==> src/hdl/mft_pkg.sv <==
// Package: constants and register map for the Manchester frame transmitter.
package mft_pkg;

	localparam int BYTE_W           = 8;
	localparam int IDX_W            = 5;
	localparam int PCLK_W           = 24;
	localparam int SYNC_HIGH_PULSES = 3;
	localparam int SYNC_PULSES      = SYNC_HIGH_PULSES + 1;
	localparam int DATA_BITS_DEF    = 8;
	localparam int APB_AW           = 3;
	localparam int APB_DW           = 32;

	localparam logic [PCLK_W-1:0] PCLK_RESET = PCLK_W'(25000);

	typedef enum logic [0:0] {
		REG_PULSE_CLOCKS = 1'b0
	} reg_idx_t;

endpackage

==> src/hdl/manchester_frame_transmitter.sv <==
// Top level: byte to Manchester frame sequencer with APB configuration.
//
// Usage:
//   Input channel (data_byte, in_valid/in_ready) takes one byte per transfer.
//   Each byte is sent as a frame of 4 + 2*DATA_BITS pulses (20 for 8 bits):
//   sync high, high, high, low, then Manchester pairs, bit 0 first
//   (1 = high,low; 0 = low,high). Output channel (line_level, pulse_index,
//   last, out_valid/out_ready) carries one transfer per pulse.
//   Pulses are spaced by pulse_clocks (0 counts as 1), set from
//   the APB register at address 0; reset value 25000.
//   A byte passes the input register, the sequencer and the output register
//   before its first pulse appears, when the sequencer is free and the
//   previous pulse has run out. The byte rate is set by the pulse timer.
//   A one-entry input register lets the next byte be taken while a frame is
//   still being sent; the next frame starts right after the last pulse.
//   If the receiver stalls, the pending pulse is held in the output register
//   and the sequencer waits; nothing is lost.
//   Reset clears all control state and loads pulse_clocks with 25000.
module manchester_frame_transmitter
	import mft_pkg::*;
#(
	parameter int DATA_BITS = DATA_BITS_DEF
) (
	input  logic              clk,
	input  logic              arst_n,
	input  logic              psel,
	input  logic              penable,
	input  logic              pwrite,
	input  logic [APB_AW-1:0] paddr,
	input  logic [APB_DW-1:0] pwdata,
	output logic [APB_DW-1:0] prdata,
	output logic              pready,
	input  logic [BYTE_W-1:0] data_byte,
	input  logic              in_valid,
	output logic              in_ready,
	output logic              line_level,
	output logic [IDX_W-1:0]  pulse_index,
	output logic              last,
	output logic              out_valid,
	input  logic              out_ready
);

	localparam int FRAME_PULSES = SYNC_PULSES + 2 * DATA_BITS;
	localparam int POS_W        = $clog2(FRAME_PULSES);
	localparam logic [POS_W-1:0] POS_LAST = POS_W'(FRAME_PULSES - 1);
	localparam logic [POS_W-1:0] POS_SYNC_LOW = POS_W'(SYNC_HIGH_PULSES);

	logic [PCLK_W-1:0]    pclk_q;
	logic                 in_full_q;
	logic [BYTE_W-1:0]    in_data_q;
	logic                 act_q;
	logic [POS_W-1:0]     pos_q;
	logic [DATA_BITS-1:0] shift_q;
	logic [PCLK_W-1:0]    timer_q;

	logic                 step;
	logic                 load;
	logic                 pos_is_last;
	logic                 level;
	logic [DATA_BITS-1:0] load_bits;
	logic [PCLK_W-1:0]    timer_reload;
	logic                 cfg_wr;
	reg_idx_t             cfg_idx;

	// APB
	assign pready  = 1'b1;
	assign cfg_idx = reg_idx_t'(paddr[APB_AW-1]);
	assign cfg_wr  = psel && penable && pwrite && pready && (paddr[1:0] == 2'b00);

	always_ff @(posedge clk or negedge arst_n) begin
		if (!arst_n) begin
			pclk_q <= PCLK_RESET;
		end else if (cfg_wr) begin
			case (cfg_idx)
				REG_PULSE_CLOCKS: pclk_q <= pwdata[PCLK_W-1:0];
				default: ;
			endcase
		end
	end

	always_comb begin
		case (cfg_idx)
			REG_PULSE_CLOCKS: prdata = APB_DW'(pclk_q);
			default:          prdata = '0;
		endcase
	end

	// sequencer
	assign pos_is_last  = (pos_q == POS_LAST);
	assign step         = act_q && (timer_q == '0) && (!out_valid || out_ready);
	assign load         = in_full_q && (!act_q || (step && pos_is_last));
	assign in_ready     = !in_full_q || load;
	assign timer_reload = (pclk_q == '0) ? '0 : pclk_q - PCLK_W'(1);

	always_comb begin
		for (int i = 0; i < DATA_BITS; i++) begin
			load_bits[i] = (i < BYTE_W) ? in_data_q[i % BYTE_W] : 1'b0;
		end
	end

	always_comb begin
		if (pos_q < POS_SYNC_LOW) begin
			level = 1'b1;
		end else if (pos_q == POS_SYNC_LOW) begin
			level = 1'b0;
		end else begin
			level = shift_q[0] ^ pos_q[0];
		end
	end

	always_ff @(posedge clk or negedge arst_n) begin
		if (!arst_n) begin
			in_full_q <= 1'b0;
			act_q     <= 1'b0;
			pos_q     <= '0;
			timer_q   <= '0;
		end else begin
			if (in_valid && in_ready) begin
				in_full_q <= 1'b1;
			end else if (load) begin
				in_full_q <= 1'b0;
			end
			if (load) begin
				act_q <= 1'b1;
				pos_q <= '0;
			end else if (step) begin
				if (pos_is_last) begin
					act_q <= 1'b0;
				end
				pos_q <= pos_q + POS_W'(1);
			end
			// timer keeps running after the frame so the last pulse holds its length
			if (step) begin
				timer_q <= timer_reload;
			end else if (timer_q != '0) begin
				timer_q <= timer_q - PCLK_W'(1);
			end
		end
	end

	// payload registers
	always_ff @(posedge clk) begin
		if (in_valid && in_ready) begin
			in_data_q <= data_byte;
		end
		if (load) begin
			shift_q <= load_bits;
		end else if (step && pos_q > POS_SYNC_LOW && pos_q[0]) begin
			shift_q <= shift_q >> 1;
		end
	end

	// output register
	always_ff @(posedge clk or negedge arst_n) begin
		if (!arst_n) begin
			out_valid <= 1'b0;
		end else if (step) begin
			out_valid <= 1'b1;
		end else if (out_ready) begin
			out_valid <= 1'b0;
		end
	end

	always_ff @(posedge clk) begin
		if (step) begin
			line_level  <= level;
			pulse_index <= IDX_W'(pos_q);
			last        <= pos_is_last;
		end
	end

	// checks
	a_load_starts: assert property (@(posedge clk) disable iff (!arst_n)
		in_full_q && !act_q |=> act_q)
		else $error("pending byte not loaded into idle sequencer");

	a_sync_high: assert property (@(posedge clk) disable iff (!arst_n)
		out_valid && pulse_index < IDX_W'(SYNC_HIGH_PULSES) |-> line_level)
		else $error("sync pulse not high");

	a_sync_low: assert property (@(posedge clk) disable iff (!arst_n)
		out_valid && pulse_index == IDX_W'(SYNC_HIGH_PULSES) |-> !line_level)
		else $error("sync low pulse not low");

	a_step_active: assert property (@(posedge clk) disable iff (!arst_n)
		step && pos_is_last && !load |=> !act_q)
		else $error("sequencer still active after last pulse");

endmodule

==> config.mk <==
export PLATFORM = sky130hd
export DESIGN_NAME = manchester_frame_transmitter
export DESIGN_NICKNAME = d
export VERILOG_FILES = /design/src/hdl/mft_pkg.sv /design/src/hdl/manchester_frame_transmitter.sv
export SDC_FILE = /design/constraint.sdc
export NUM_CORES = 1
export LEC_CHECK = 0
export ABC_AREA = 1
export BUFFER_PORTS_ARGS = -buffer_cell sky130_fd_sc_hd__buf_4
export CORE_ASPECT_RATIO = 0.5
export CORE_UTILIZATION = 26
export DETAILED_ROUTE_END_ITERATION = 8
export REMOVE_ABC_BUFFERS = 1
export SLEW_MARGIN = 15
export SYNTH_ARGS = -nofsm -noshare
export SYNTH_HDL_FRONTEND = slang
export SYNTH_SLANG_ARGS = --single-unit
==> constraint.sdc <==
create_clock -name clk -period 2.05 [get_ports clk]
set_clock_uncertainty 0.2 [all_clocks]
set_input_delay 0.1025 -clock clk [delete_from_list [all_inputs] [get_ports clk]]
set_output_delay 0.1025 -clock clk [all_outputs]
set_load 0.01 [all_outputs]
# Yosys cells after proc, flatten, opt, wreduce, memory -nomap -nowiden
# Cells that the tools add are included.
totals:
  register_bits: 79
  input_bits: 50
  output_inout_bits: 42
  wordCells: 64
classes:
  n_addsub: 3
  order_cmp: 2
  eq_ne: 2
  mux: 16
  bitwise: 2
  reduce_logical: 28
op_table:
  columns: ["cell", "n"]
  rows:
  - ["$mux W24", 4]
  - ["$logic_not A24 Y1", 2]
  - ["$sub A24 B1 Y24 const B", 2]
  - ["$reduce_bool A24 Y1", 1]
  - ["$mux W8", 2]
  - ["$reduce_bool A2 Y1", 6]
  - ["$logic_and A1 B1 Y1", 10]
  - ["$mux W5", 2]
  - ["$mux W1", 8]
  - ["$add A5 B1 Y5 const B", 1]
  - ["$eq A5 B2 Y1 const B", 1]
  - ["$eq A5 B5 Y1 const B", 1]
  - ["$gt A5 B2 Y1 const B", 1]
  - ["$lt A5 B2 Y1 const B", 1]
  - ["$reduce_and A2 Y1", 2]
  - ["$logic_not A1 Y1", 3]
  - ["$logic_or A1 B1 Y1", 3]
  - ["$logic_not A2 Y1", 1]
  - ["$not A1 Y1", 1]
  - ["$xor A1 B1 Y1", 1]

# Logic depth before layout (Yosys ltp)
logic_depth:
  word_depth: 9
  depth_mapped: 12
  mapped_depth_nobuf: 12

# Worst setup path before layout
# Ideal clock, no wire load.
synth_path:
  kind: "flip-flop to flip-flop"
  start: "register timer_q[0]"
  end: "register shift_q[0], enable pin"
  setup_time_ns: 0.329
  arrival_ns: 1.681
  t_required_ns: 1.521
  setup_slack_ns: -0.159
  stages_incl_launch_ff: 9
  path_cell_list: "dfrtp_1 -> inv_1 -> ha_1 -> nand2_1 -> nor2_1 -> nand3_1 -> nor3_4 -> nand4_1 -> nand2_1"
synth_via:
  elab_chain_cells: 7
  word_cells_on_any_way: 9
  classes_between: "reduce/logical (9)"
synth_lines:
  columns: ["element", "line_no", "text"]
  rows:
  - ["from (decl)", "manchester_frame_transmitter.sv:54", "logic [PCLK_W-1:0] timer_q;"]
  - ["from (signal assigned)", "manchester_frame_transmitter.sv:134", "timer_q <= timer_reload;"]
  - ["from (signal assigned)", "manchester_frame_transmitter.sv:136", "timer_q <= timer_q - PCLK_W'(1);"]
  - ["$logic_not A24 Y1 (*)", "manchester_frame_transmitter.sv:90", "assign step = act_q && (timer_q == '0) && (!out_valid || out_ready);"]
  - ["$logic_and A1 B1 Y1 (*) (2 in a row)", "manchester_frame_transmitter.sv:90", null]
  - ["net step", "manchester_frame_transmitter.sv:56", "logic step;"]
  - ["$logic_and A1 B1 Y1", "manchester_frame_transmitter.sv:91", "assign load = in_full_q && (!act_q || (step && pos_is_last));"]
  - ["$logic_or A1 B1 Y1", "manchester_frame_transmitter.sv:91", null]
  - ["$logic_and A1 B1 Y1", "manchester_frame_transmitter.sv:91", null]
  - ["$reduce_bool A2 Y1 (no line) (*)", null, null]
  - ["to (signal assigned)", "manchester_frame_transmitter.sv:147", "shift_q <= load_bits;"]
  - ["to (signal assigned)", "manchester_frame_transmitter.sv:149", "shift_q <= shift_q >> 1;"]
  - ["to (decl)", "manchester_frame_transmitter.sv:53", "logic [DATA_BITS-1:0] shift_q;"]
# Mark *: on every way through the listed nets, which the timed path passes. The rest lies on a longest branch.
# A chain may end at the register's enable or synchronous reset.

# Worst setup path after layout
layout_path:
  start: "register timer_q[3]"
  end: "register timer_q[21]"
layout_via:
  elab_chain_cells: 4
  word_cells_on_any_way: 8
  classes_between: "add/sub (1); mux (2); reduce/logical (5)"
layout_lines:
  columns: ["element"]
  rows:
  - ["branches (longest 4 deep; another with $sub A24 B1 Y24)"]
# Parallel ways; which one is timed is not known. The select of a mux whose other input is x is not followed.

==> metrics.yaml <==
drcViolationCount: 0
cts_buffers: 9
numPortBuffers: 74
yosys_warnings: 0
clkSinkCount: 79
failed_checks: "negative setup slack"
crit_buf_inv: 3
syn_area_um2: 4790
cts_tree: "done"
powerDensity_nw_per_um2: 813
place_ws_ps: -190
setup_viol: 5
die_w_um: 194
first_pass_iters: 4
antenna_found_initial: 0
fin_setup_tns_ps: -102
synth_top_family_by_area: "simple AND/OR/NAND/NOR gates"
rsz0062_at_grt: "true"
clockBufferDepth: 2
gr-total-overflow: 0
finalWorstSetupSlack_ps: -43.2
htreeDepth: 3
slowest_delay_ps: 410
slowest_stage: "dfrtp_1"
worstSetupPathType: "flip-flop to flip-flop"
routedWlPerCell_um: 13.0
wl_um: 13600
finalHoldViolations: 0
vias_per_cell: 4.34
total_power_w: 0.00587
worstPathArrival_ps: 2170
area_growth_pct: 50.9
final_common_cell: "buf_4"
grt_pass1_wl_um: 21100
rows: 34
drt-initial-drc-count: 234
synthTopCellsByArea: "dfrtp_1 26%, edfxtp_1 14%, nor2_1 11%"
fin_util: 0.408
outcome: "complete, but fails checks"
min_path_type: "input pin to asynchronous set/reset pin"
drv_slew: 0
crit_family: "simple AND/OR/NAND/NOR gates"
yosysSeqAreaShare: 0.438
ys_types: 38
reg2reg_depth: 10
timing.hold.ws_ps: 153
grt_start_max_net_pins: 57
core_um2: 17700
gr-usage-all-layers: 0.139
synth_edf_count: 23
clk-insertion-delay-late_ps: 350
r2r_start: "timer_q[3]"
p_leak_nw: 3.23
synthCells: 614
synth_top_area_share: 0.261
fin_crit_ps: 2090
yosys.area_share.simple: 0.342
dieArea_um2: 19000
endpoint_kind: "flip-flop"
root_buffer: "clkbuf_16"
synth-compound-area-share: 0.0739
start_util: 0.271
first_global_vias: 4287
dp_hpwl_um: 9610
io_pins: 92
required_ps: 2130
ir_worst_vdd_v: 0.000427
synth_top_area_cell: "dfrtp_1"
drv_cap: 0
async_reset_ff_frac: 0.709
syn_area_per_cell_um2: 7.80
num_vias: 4567
max_clock_freq_ghz: 0.478
final_layout_size_suffix_gt1_frac: 0.346
synthMuxAreaShare: 0
period_share: 1.02
slew_headroom: 0.501
ys_ff_latch: 79
die_h_um: 98.0
cpMostUsedCell: "buf_6"
tightest_slew_ps: 749
gp_congestion: 0.904
num_antenna_cells: 0
cp-start-kind: "flip-flop"
synthXorXnorAreaFrac: 0.0494
clkTransAtPathRegs_ps: 60
crit_chain: "nor2_4 > buf_6 > nand2_1 > nor2_2 > nand3_4 > nor3_4 > buf_6 > buf_12 > nand4_1 > a21oi_2"
synth_top_flop_cell: "dfrtp_1"
cp_max_fo: 6
nets: 868
synthAdderAreaFrac: 0.0131
r2r_slack_ps: -40
ant_nets: 0
r2r_end: "timer_q[21]"
final_cell_mix: "152 x buf_4, 131 x nor2_1, 113 x nand2_1"
## through the flow
step,std cells,area (um2)
after detailed placement,978,6070
final,1052,7220
after CTS,1034,6790
after global routing,1052,7220
after global placement,978,6070
after floorplan,597,4630
## state kept, by name (all words and copies together) (netlist names)
signal / count
in_full_q: 1
timer_q: 24
out_valid: 1
act_q: 1
line_level: 1
last: 1
shift_q: 8
pulse_index: 5
pclk_q: 24
in_data_q: 8
pos_q: 5
## final cells by class
cell class | count | area (um2)
clock buffer | 9 | 225
inverter | 56 | 218
multi-input combinational | 462 | 2580
timing repair buffer | 205 | 1750
fill | 1799 | 10500
clock inverter | 7 | 55.1
tap | 234 | 293
sequential | 79 | 2100
## routing by layer
| layer | wire length (um) | global-route usage | vias up |
|---|---|---|---|
| li1 | - | - | 2360 |
| met1 | 6900 | 0.198 | 2115 |
| met2 | 6120 | 0.216 | 88 |
| met3 | 540 | 0.0266 | 4 |
| met4 | 87 | 0.0354 | 0 |
| met5 | 0 | 0 | - |
## cell usage after synthesis, types with 7 or more instances
| master | number |
|---|---|
| nand2_1 | 120 |
| nand4_1 | 7 |
| nand4_2 | 9 |
| nor2_2 | 12 |
| inv_1 | 54 |
| nor3_1 | 7 |
| a21oi_1 | 41 |
| nand3_1 | 43 |
| buf_4 | 9 |
| dfrtp_1 | 50 |
| buf_6 | 7 |
| o21ai_0 | 12 |
| nor2_1 | 142 |
| xor2_1 | 23 |
| edfxtp_1 | 23 |
## repair_timing
action / 4_1_cts / 5_1_grt
gates resized for setup: 17 / 66
setup buffers: 5 / 15
hold endpoints to repair: 92 / 0
pin swaps: 7 / 29
cloned: 0 / 3
hold buffers: 35 / 0
setup endpoints to repair: 39 / 54
## power by group
group          switching (W)  internal, W  total [W]  leakage [nW]
Sequential          0.000228      0.00195    0.00218         0.851
Combinational        0.00110      0.00103    0.00214          2.24
Clock               0.000720     0.000836    0.00156         0.133
## how the worst max path moves through the flow
stage / from / to / slack (ps) / cells after the start
after floorplan: timer_q[0] / timer_q[1] / -300 / 9
after global placement: timer_q[0] / timer_q[1] / -150 / 8
after detailed placement: timer_q[1] / timer_q[1] / -190 / 8
after CTS: timer_q[1] / in_ready / -50 / 10
after global routing: timer_q[3] / timer_q[21] / -150 / 10
final: timer_q[3] / timer_q[21] / -40 / 10
## logic make-up (layout without fill, tap and decap cells)
logic type	Yosys count	count (layout)
other	2	9
AO/OA/AOI/OAI	65	65
adder cells (fa/ha/maj)	5	5
flip-flops	79	79
AND/OR/NAND/NOR	356	356
XOR/XNOR	27	27
buffers and inverters	80	277
## worst register-to-register path: cells and delay by family (launching register included)
kind,cells,cell delay [ps]
buf+inv,3,430
compound gates,1,180
flops,1,410
simple gates,6,810
Power figures use the tool's default switching activity.
